===== src/rtl/sos_pkg.sv =====
`timescale 1ns / 1ps
// ----------------------------------------------------------------------------
// sos_pkg
// Request and response types, function and status codes of the search block.
// ----------------------------------------------------------------------------
package sos_pkg;

	localparam logic [1:0] FUNC_PATTERN = 2'd0;
	localparam logic [1:0] FUNC_TEXT    = 2'd1;
	localparam logic [1:0] FUNC_REPORT  = 2'd2;

	localparam logic [2:0] STATUS_FOUND     = 3'd0;
	localparam logic [2:0] STATUS_NOT_FOUND = 3'd1;
	localparam logic [2:0] STATUS_EMPTY_PAT = 3'd2;
	localparam logic [2:0] STATUS_EMPTY_TXT = 3'd3;
	localparam logic [2:0] STATUS_OVERFLOW  = 3'd4;

	typedef struct packed {
		logic [1:0]         func;
		logic signed [31:0] value;
	} sos_req_t;

	typedef struct packed {
		logic [2:0]  status;
		logic [15:0] first_index;
		logic [15:0] last_index;
	} sos_rsp_t;

	typedef struct packed {
		logic load;
		logic text;
		logic clear;
	} sos_cell_ctl_t;

endpackage


===== src/rtl/sos_cell.sv =====
`timescale 1ns / 1ps
// ----------------------------------------------------------------------------
// sos_cell
// One pattern position: holds a pattern word and its partial-match bit,
// extends the match handed over by the previous cell on every text word.
// ----------------------------------------------------------------------------
module sos_cell (
	input  logic                   clk,
	input  logic                   arst_n,
	input  sos_pkg::sos_cell_ctl_t ctl,
	input  logic                   active,
	input  logic                   prev_hit,
	input  logic [31:0]            word,
	output logic                   hit_d,
	output logic                   hit_q
);
	import sos_pkg::*;

	logic [31:0] pat_q;

	assign hit_d = active & prev_hit & (pat_q == word);

	always_ff @(posedge clk) begin
		if (ctl.load) begin
			pat_q <= word;
		end
	end

	always_ff @(posedge clk or negedge arst_n) begin
		if (!arst_n) begin
			hit_q <= 1'b0;
		end else if (ctl.clear) begin
			hit_q <= 1'b0;
		end else if (ctl.text) begin
			hit_q <= hit_d;
		end
	end

endmodule


===== src/rtl/sublist_occurrence_search_top.sv =====
`timescale 1ns / 1ps
// ----------------------------------------------------------------------------
// sublist_occurrence_search_top
// Streamed pattern search over a row of compare cells, one per pattern word.
// ----------------------------------------------------------------------------
//  channel | ports                         | moves
//  in      | in_valid, in_stall, in_data   | pattern word, text word or report
//  out     | out_valid, out_stall, out_data| one response per report request
//
//  One request per cycle is accepted unless a held response stalls a report request.
//  All cells compare a text word at once; the match bit moves one cell a word.
//  A response appears in the cycle after its report request.
//  A held response stalls only a further report request.
//  Reset clears the length, counters and match bits; no clearing pass.
// ----------------------------------------------------------------------------
module sublist_occurrence_search_top #(
	parameter int PAT_MAX  = 16,
	parameter int TEXT_MAX = 65536
) (
	input  logic              clk,
	input  logic              arst_n,
	input  logic              in_valid,
	output logic              in_stall,
	input  sos_pkg::sos_req_t in_data,
	output logic              out_valid,
	input  logic              out_stall,
	output sos_pkg::sos_rsp_t out_data
);
	import sos_pkg::*;

	localparam int LW = $clog2(PAT_MAX + 1);
	localparam int CW = $clog2(TEXT_MAX + 1);
	localparam int SW = (CW > 16) ? CW : 16;

	logic [LW-1:0]      len_q;
	logic               ovf_q;
	logic [CW-1:0]      count_q;
	logic               found_q;
	logic [15:0]        first_q;
	logic [15:0]        last_q;
	logic               out_valid_q;
	sos_rsp_t           out_q;

	logic               acc;
	logic               do_pat;
	logic               do_text;
	logic               do_rep;
	logic               sat;
	logic               hit;
	logic [SW-1:0]      start_w;
	logic [PAT_MAX-1:0] hit_d;
	logic [PAT_MAX-1:0] hit_q;
	logic [PAT_MAX-1:0] top_mask;
	sos_rsp_t           rsp;

	assign in_stall = out_valid_q & out_stall & (in_data.func == FUNC_REPORT);
	assign acc      = in_valid & ~in_stall;
	assign sat      = (count_q == CW'(TEXT_MAX));
	assign do_pat   = acc & (in_data.func == FUNC_PATTERN) & (count_q == '0);
	assign do_text  = acc & (in_data.func == FUNC_TEXT) & ~sat;
	assign do_rep   = acc & (in_data.func == FUNC_REPORT);

	for (genvar j = 0; j < PAT_MAX; j++) begin : g_cell
		sos_cell_ctl_t ctl;
		logic          prev;

		assign ctl.load  = do_pat & (len_q == LW'(j));
		assign ctl.text  = do_text;
		assign ctl.clear = do_rep;
		assign top_mask[j] = (len_q == LW'(j + 1));

		if (j == 0) begin : g_first
			assign prev = 1'b1;
		end else begin : g_next
			assign prev = hit_q[j-1];
		end

		sos_cell u_cell (
			.clk      (clk),
			.arst_n   (arst_n),
			.ctl      (ctl),
			.active   (len_q > LW'(j)),
			.prev_hit (prev),
			.word     (in_data.value),
			.hit_d    (hit_d[j]),
			.hit_q    (hit_q[j])
		);
	end

	assign hit     = |(hit_d & top_mask);
	assign start_w = SW'(count_q) + SW'(1) - SW'(len_q);

	always_comb begin
		rsp = '0;
		if (ovf_q) begin
			rsp.status = STATUS_OVERFLOW;
		end else if (len_q == '0) begin
			rsp.status = STATUS_EMPTY_PAT;
		end else if (count_q == '0) begin
			rsp.status = STATUS_EMPTY_TXT;
		end else if (found_q) begin
			rsp.status      = STATUS_FOUND;
			rsp.first_index = first_q;
			rsp.last_index  = last_q;
		end else begin
			rsp.status = STATUS_NOT_FOUND;
		end
	end

	always_ff @(posedge clk or negedge arst_n) begin
		if (!arst_n) begin
			len_q   <= '0;
			ovf_q   <= 1'b0;
			count_q <= '0;
			found_q <= 1'b0;
			first_q <= '0;
			last_q  <= '0;
		end else if (do_rep) begin
			len_q   <= '0;
			ovf_q   <= 1'b0;
			count_q <= '0;
			found_q <= 1'b0;
			first_q <= '0;
			last_q  <= '0;
		end else if (do_pat) begin
			if (len_q == LW'(PAT_MAX)) begin
				ovf_q <= 1'b1;
			end else begin
				len_q <= len_q + LW'(1);
			end
		end else if (do_text) begin
			count_q <= count_q + CW'(1);
			if (hit) begin
				if (!found_q) begin
					first_q <= start_w[15:0];
				end
				last_q  <= start_w[15:0];
				found_q <= 1'b1;
			end
		end
	end

	always_ff @(posedge clk or negedge arst_n) begin
		if (!arst_n) begin
			out_valid_q <= 1'b0;
		end else if (do_rep) begin
			out_valid_q <= 1'b1;
		end else if (!out_stall) begin
			out_valid_q <= 1'b0;
		end
	end

	always_ff @(posedge clk) begin
		if (do_rep) begin
			out_q <= rsp;
		end
	end

	assign out_valid = out_valid_q;
	assign out_data  = out_q;

endmodule


===== config.mk =====
export PLATFORM = sky130hd
export DESIGN_NAME = sublist_occurrence_search_top
export DESIGN_NICKNAME = d
export VERILOG_FILES = /design/src/rtl/sos_pkg.sv /design/src/rtl/sos_cell.sv /design/src/rtl/sublist_occurrence_search_top.sv
export SDC_FILE = /design/constraint.sdc
export NUM_CORES = 1
export LEC_CHECK = 0
export BUFFER_PORTS_ARGS = -buffer_cell sky130_fd_sc_hd__buf_2
export CAP_MARGIN = 5
export CELL_PAD_IN_SITES_DETAIL_PLACEMENT = 1
export CELL_PAD_IN_SITES_GLOBAL_PLACEMENT = 2
export CORE_MARGIN = 2
export CORE_UTILIZATION = 40
export DETAILED_ROUTE_END_ITERATION = 12
export PLACE_DENSITY = 0.67
export REMOVE_ABC_BUFFERS = 1
export SLEW_MARGIN = 20
export SYNTH_ARGS = -nofsm -noshare
export SYNTH_HDL_FRONTEND = slang
export SYNTH_HIERARCHICAL = 1
export SYNTH_SLANG_ARGS = --single-unit

===== constraint.sdc =====
create_clock -name clk -period 5.95 [get_ports clk]
set_input_delay 1.4875 -clock clk [delete_from_list [all_inputs] [get_ports clk]]
set_output_delay 1.4875 -clock clk [all_outputs]
set_load 0.1 [all_outputs]

==> flow_summary.yaml, run 1 <==
status:
  status: "finished, final reports clean"
place:
  dp_hpwl_um: 44400
  routabilityCongestion: 0.771
  io_buffers: 74
  placed_cells: 2841
timing:
  max_freq_mhz: 194
  skew_ns: 0.0188
  finalSetupViolCount: 0
  slew_headroom_pct: 27.8
  timing.final.crit_period_ns: 5.15
  tightestPinTransition_ns: 1.08
  final-hold-violation-count: 0
  setup-tns-final_ns: 0
  rsz0062_at_grt: "false"
  maxSlewViolCount: 0
  post-route-period-util_pct: 86.5
drt:
  dr_total_vias: 15700
  vias_per_cell: 5.28
  drc_errors: 0
  drtPass1Iterations: 5
  ant_nets: 0
  wire_per_inst_um: 22.9
  drt-total-wl_um: 68100
  drt_iter0_markers: 1082
job:
  cap_violations: 0
finish:
  layout_common_cells: "547 x edfxtp_1, 359 x xnor2_1, 116 x xor2_1, 87 x nand4_1, 79 x buf_4"
  layout-drive-gt1-share_pct: 14.9
  stdcell_count: 2972
  fin_nets: 2095
  final_common_cell: "edfxtp_1"
  post-route-util_pct: 47.1
  nFillCells: 6549
  synthToLayoutAreaGrowth_pct: 16.4
  num_antenna_cells: 0
floorplanning:
  die_y_um: 265
  pin_count: 75
  placement_rows: 95
  start_util_pct: 40.4
  die-area_um2: 70000
  die_w_um: 265
  core_area_um2: 67200
grt:
  grt_start_max_net_pins: 75
  grtUsageTotal_pct: 19.9
  grt_pass1_wl_um: 105000
  gr-total-overflow: 0
  antenna_found_initial: 3
  grt_pass1_vias: 16800
clock_tree:
  ctsRootBufferMaster: "clkbuf_16"
  insertion_delay_ns: 0.61
  cts_sinks: 619
  postCtsSetupBuffers: 0
  clkSlewWorstSetupHoldPaths_ns: 0.06
  cts_buffers: 71
  cts_resized: 0
  htree_levels: 3
  cts_tree: "built"
  cts_hold_buf: 0
  clk_path_buf_depth: 3
logic_synthesis:
  syn_inst: 1846
  yosys_warnings: 6
  postSynthAreaPerCell_um2: 14.7
  synth_area_um2: 27200
worst_hold_path:
  worstHoldPathType: "flop to flop"
  hold_start: "last_q[10]"
  hold_end: "last_q[10]"
  hold_path_depth: 1
critical_path:
  endpoint_kind: "flop"
  crit_chain: "buf_2 > buf_4 > xnor2_1 > nand4_1 > nor4_1 > buf_4 > and4_1 > mux2_1 > a22oi_1 > nor4_2 > nor4_4 > or3_1 > a22o_1"
  path_class: "input pin to flop"
  cp.required_ns: 6.44
  r2r-start: "len_q[3]"
  ff2ff_path_depth: 11
  slowest_delay_ns: 0.94
  path_max_fanout: 23
  r2r_slack_ns: 1.55
  crit_buf_inv: 3
  cp.arrival_ns: 5.63
  cpMostUsedCell: "buf_4"
  worstSetupStartpointType: "input pin"
  path_delay_family: "simple AND/OR/NAND/NOR gates"
  cp_slowest_cell: "nor4_1"
  rr_endpoint: "last_q[1]"
pwr:
  leakage_nw: 10.6
  ir_worst_vdd_mv: 0.259
  power.density_nw_per_um2: 328
==> stage by stage <==
stage               setup slack, ns  power [mW]  hold slack [ns]  cell area [um2]
finish                        0.801        10.4            0.473            31600
global route                  0.609        10.8            0.489            31600
CTS                           0.831        10.5            0.474            31500
detailed placement            0.174        6.15            0.462            29200
global placement              0.270        6.13            0.458            29200
floorplan                   -0.0747        5.63            0.438            26900
==> metal layers <==
metal | track usage [%] | vias up | wire (um)
met5 | 0 | - | 0
met3 | 3.02 | 110 | 2230
li1 | - | 7254 | -
met1 | 25.9 | 8061 | 29900
met4 | 6.22 | 0 | 1960
met2 | 34.4 | 256 | 34000
==> where the power goes <==
part           internal (mW)  switching [mW]  leakage [nW]
combinational          0.386           0.701          3.61
clock                   2.58            1.76          1.11
sequential              4.86          0.0853          5.91
total                   7.83            2.55          10.6
==> area by class of cell <==
| class | count | area [um2] | share of cell area (%) |
|---|---|---|---|
| clock buffers | 91 | 1910 | 6.06 |
| repair buffers | 161 | 1170 | 3.70 |
| flip-flops and latches | 619 | 18200 | 57.7 |
| inverters | 63 | 236 | 0.748 |
| well taps | 873 | 1090 | 3.46 |
| clock inverters | 37 | 382 | 1.21 |
| multi-input cells | 1128 | 8580 | 27.2 |
==> flip-flops by register name, summed over array words and instances (netlist names) <==
name / count
count_q: 17
len_q: 5
g_cell.u_cell/pat_q: 512
out_data: 35
first_q: 16
ovf_q: 1
found_q: 1
g_cell.u_cell/hit_q: 15
last_q: 16
out_valid: 1
==> worst max path at each step <==
stage                 from                        end  slack [ns]  depth (start not counted)
2_1_floorplan  in_data[33]  g_cell[7].u_cell/pat_q[0]       -0.07                          4
6_report       in_data[12]                 first_q[2]        0.80                         13
3_5_place_dp   in_data[12]                 first_q[2]        0.17                         13
5_1_grt        in_data[12]                 first_q[2]        0.61                         13
3_3_place_gp   in_data[12]                first_q[13]        0.27                         13
4_1_cts        in_data[12]                 first_q[9]        0.83                         13
Power figures use the tool's default switching activity.
==> run 2, diff against run 1 <==
Settings changed: CORE_UTILIZATION 40 to 42, PLACE_DENSITY 0.67 to 0.7.
==> flow_summary.yaml, run 2 (synthesized netlist as in run 1, its figures left out) <==
floorplanning:
  core_area_um2: 64200
  placement_rows: 93
  die-area_um2: 66700
  die_y_um: 258
  pin_count: 75
  start_util_pct: 42.3
  die_w_um: 258
finish:
  num_antenna_cells: 0
  layout-drive-gt1-share_pct: 14.3
  layout_common_cells: "547 x edfxtp_1, 359 x xnor2_1, 116 x xor2_1, 87 x nand4_1, 73 x buf_2"
  final_common_cell: "edfxtp_1"
  largest_reg_flops: 512
  multi_input_comb_area_um2: 8550
  post-route-util_pct: 48.8
  nFillCells: 6333
  fin_nets: 2089
  register_area_um2: 18200
  regMostFlops: "g_cell.u_cell/pat_q"
  synthToLayoutAreaGrowth_pct: 15.4
  stdcell_count: 2946
grt:
  grt_util_met3_pct: 2.98
  antenna_found_initial: 3
  grtUsageTotal_pct: 20.7
  grtUsageMet1_pct: 27.3
  grt_pass1_wl_um: 105000
  grt_start_max_net_pins: 75
  gr-total-overflow: 0
  grt-busiest-layer: "met2"
  met2_usage_pct: 35.7
  grt_pass1_vias: 16800
critical_path:
  path_class: "input pin to flop"
  cp.arrival_ns: 5.32
  cp.depth: 11
  rr_endpoint: "first_q[10]"
  cp.required_ns: 6.44
  crit_end: "first_q[10]"
  worstSetupStartpointType: "input pin"
  crit_start: "in_data[8]"
  slowest_delay_ns: 1.01
  r2r_slack_ns: 1.51
  cp_slowest_cell: "nor4_1"
  path_max_fanout: 21
  endpoint_kind: "flop"
  crit_buf_inv: 2
  path_delay_family: "simple AND/OR/NAND/NOR gates"
  r2r-start: "len_q[1]"
  crit_chain: "buf_2 > buf_4 > xnor2_1 > nand4_1 > nor4_1 > and4_1 > a22oi_1 > nor4_2 > nor4_4 > or3_1 > a22o_1"
  ff2ff_path_depth: 14
clock_tree:
  htree_levels: 3
  ctsRootBufferMaster: "clkbuf_16"
  clk_path_buf_depth: 3
  cts_resized: 0
  cts_tree: "built"
  cts_hold_buf: 0
  clkSlewWorstSetupHoldPaths_ns: 0.05
  cts_buffers: 69
  insertion_delay_ns: 0.61
  postCtsSetupBuffers: 0
  cts_sinks: 619
timing:
  post-route-period-util_pct: 81.3
  timing.final.crit_period_ns: 4.84
  finalSetupViolCount: 0
  slew_headroom_pct: 20.9
  maxSlewViolCount: 0
  rsz0062_at_grt: "false"
  tightestPinTransition_ns: 1.18
  skew_ns: 0.0163
  final-hold-violation-count: 0
  max_freq_mhz: 207
  setup_ws_ns: 1.11
drt:
  drc_errors: 0
  drt_iter0_markers: 780
  wire_per_inst_um: 22.9
  vias_per_cell: 5.31
  drt-total-wl_um: 67400
  dr_total_vias: 15600
  ant_nets: 0
  drtPass1Iterations: 4
place:
  dp_hpwl_um: 43900
  dpl_worst_slack_ns: 0.448
  io_buffers: 74
  routabilityCongestion: 0.774
  placed_cells: 2821
worst_hold_path:
  worstHoldPathType: "flop to flop"
pwr:
  power.density_nw_per_um2: 323
  ir_worst_vdd_mv: 0.272
  leakage_nw: 10.6
status:
  status: "finished, final reports clean"
job:
  cap_violations: 0
-- run 2: power by group --
group,internal [mW],leakage [nW],switching (mW)
logic,0.384,3.60,0.700
registers,4.86,5.91,0.0951
clock network,2.33,1.05,1.74
-- run 2: through the flow --
step | power [mW] | setup TNS, ns | area [um2] | hold slack (ns)
global placement | 6.12 | 0 | 29200 | 0.454
CTS | 10.2 | 0 | 31300 | 0.475
finish | 10.1 | 0 | 31300 | 0.471
detailed placement | 6.15 | 0 | 29200 | 0.466
global route | 10.5 | 0 | 31300 | 0.502
floorplan | 5.63 | -2.39 | 26900 | 0.438
-- run 2: worst min path at each step --
stage / start / endpoint / slack, ns / cells past startpoint
3_3_place_gp: last_q[0] / last_q[0] / 0.45 / 1
2_1_floorplan: last_q[3] / last_q[3] / 0.44 / 2
6_report: last_q[10] / last_q[10] / 0.47 / 1
3_5_place_dp: last_q[11] / last_q[11] / 0.47 / 2
4_1_cts: last_q[10] / last_q[10] / 0.48 / 1
5_1_grt: last_q[10] / last_q[10] / 0.50 / 1
-- run 2: metal layers --
layer,part of all wire [%],vias to the layer above
met5,0,-
met4,2.4,0
met3,3.0,94
met2,51,239
met1,44,8078
li1,-,7235
-- run 2: final cells by class --
type | count | area share, %
well taps | 855 | 3.41
clock inverters | 33 | 0.946
clock buffers | 91 | 5.87
repair buffers | 157 | 3.61
flip-flops and latches | 619 | 58.1
inverters | 63 | 0.754
multi-input cells | 1128 | 27.3
==> run 3, diff against run 2 <==
Clock period 5.95 ns to 4.8 ns, I/O delays scaled along.
==> flow_summary.yaml, run 3 (synthesized netlist as in run 1, its figures left out) <==
critical_path:
  cp_slowest_cell: "nor4_1"
  path_max_fanout: 16
  cpMostUsedCell: "buf_4"
  worstSetupStartpointType: "input pin"
  path_class: "input pin to flop"
  crit_chain: "buf_2 > buf_4 > xnor2_1 > nand4_1 > nor4_1 > buf_4 > and4_1 > mux2_1 > a22oi_1 > nor4_2 > nor4_4 > or3_1 > buf_4 > a22o_1"
  path_delay_family: "simple AND/OR/NAND/NOR gates"
  slowest_delay_ns: 0.57
  cp.arrival_ns: 4.49
  cp.required_ns: 5.29
  endpoint_kind: "flop"
  crit_buf_inv: 4
grt:
  grt-busiest-layer: "met2"
  grtUsageMet1_pct: 27.3
  met2_usage_pct: 34.4
  antenna_found_initial: 5
  grtUsageTotal_pct: 20.5
  gr-total-overflow: 0
  grt_pass1_wl_um: 104000
  grt_start_max_net_pins: 75
  grt_pass1_vias: 16600
  grt_util_met3_pct: 3.58
finish:
  fin_area_um2: 31700
  largest_reg_flops: 512
  stdcell_count: 2971
  regMostFlops: "g_cell.u_cell/pat_q"
  post-route-util_pct: 49.3
  num_antenna_cells: 0
  nFillCells: 6322
  register_area_um2: 18200
  layout_common_cells: "547 x edfxtp_1, 359 x xnor2_1, 116 x xor2_1, 89 x buf_4, 87 x nand4_1"
  multi_input_comb_area_um2: 8550
  final_common_cell: "edfxtp_1"
  synthToLayoutAreaGrowth_pct: 16.6
  fin_nets: 2114
  layout-drive-gt1-share_pct: 15.4
timing:
  tightestPinTransition_ns: 0.950
  post-route-period-util_pct: 83.2
  setup_ws_ns: 0.804
  setup-tns-final_ns: 0
  max_freq_mhz: 250
  slew_headroom_pct: 36.4
  holdWs_ns: 0.468
  maxSlewViolCount: 0
  finalSetupViolCount: 0
  final-hold-violation-count: 0
  timing.final.crit_period_ns: 4.00
  skew_ns: 0.0238
  rsz0062_at_grt: "false"
place:
  placed_cells: 2846
  post_dp_cell_area_um2: 29500
  dpl_worst_slack_ns: 0.206
  io_buffers: 74
  routabilityCongestion: 0.794
  dp_hpwl_um: 44100
pwr:
  power.density_nw_per_um2: 400
  ir_worst_vdd_mv: 0.355
  finalPower_mw: 12.7
  leakage_nw: 10.7
clock_tree:
  postCtsSetupBuffers: 0
  ctsRootBufferMaster: "clkbuf_16"
  cts_buffers: 69
  insertion_delay_ns: 0.61
  cts_resized: 0
  htree_levels: 3
  cts_tree: "built"
  cts_hold_buf: 0
  clk_path_buf_depth: 3
  clkSlewWorstSetupHoldPaths_ns: 0.06
  cts_sinks: 619
floorplanning:
  die_w_um: 258
  die-area_um2: 66700
  start_util_pct: 42.3
  pin_count: 75
  core_area_um2: 64200
  placement_rows: 93
  die_y_um: 258
worst_hold_path:
  worstHoldPathType: "flop to flop"
drt:
  dr_total_vias: 15700
  ant_nets: 0
  drtPass1Iterations: 5
  wire_per_inst_um: 22.5
  drc_errors: 0
  vias_per_cell: 5.28
  drt-total-wl_um: 66700
  drt_iter0_markers: 1020
job:
  cap_violations: 0
status:
  status: "finished, final reports clean"
## run 3: cell types whose count changed in the layout (fill, tap and decap cells not counted), sizes merged
| cell | change |
|---|---|
| buf | +26 |
| bufinv | +3 |
| clkbuf | -2 |
| clkinv | -2 |
## run 3: worst paths after layout
| check | start | endpoint | slack [ns] | cells after the start |
|---|---|---|---|---|
| max | in_data[29] | first_q[10] | 0.80 | 14 |
| min | last_q[5] | last_q[5] | 0.47 | 2 |
| max reg2reg | len_q[4] | first_q[10] | 0.94 | 11 |
| min reg2reg | last_q[5] | last_q[5] | 0.47 | 2 |
| max in group asynchronous | arst_n | g_cell[5].u_cell/hit_q | 3.65 | 1 |
| min in group asynchronous | arst_n | last_q[14] | 0.65 | 1 |
## run 3: metal layers
metal / routed length (um) / share of wire (%)
met5: 0 / 0
met4: 1560 / 2.3
met1: 29900 / 45
met3: 2570 / 3.9
met2: 32700 / 49
## run 3: cell type report
class	instances	share of cell area, %
Clock buffer	90	5.76
Clock inverter	34	1.07
Timing Repair Buffer	182	4.50
Tap cell	855	3.38
Multi-Input combinational cell	1128	27.0
Inverter	63	0.747
Sequential cell	619	57.6
## run 3: report_power, final
part	total (mW)	internal, mW	switching, mW
clock network	5.13	3.01	2.12
registers	6.12	6.03	0.0916
logic	1.41	0.500	0.910
total	12.7	9.54	3.12
## run 3: tightest hold or removal path, delay by kind of cell, from the launching register on
family / cells / cell delay, ns
DFF: 1 / 0.34
and+or+nand+nor: 2 / 0.10
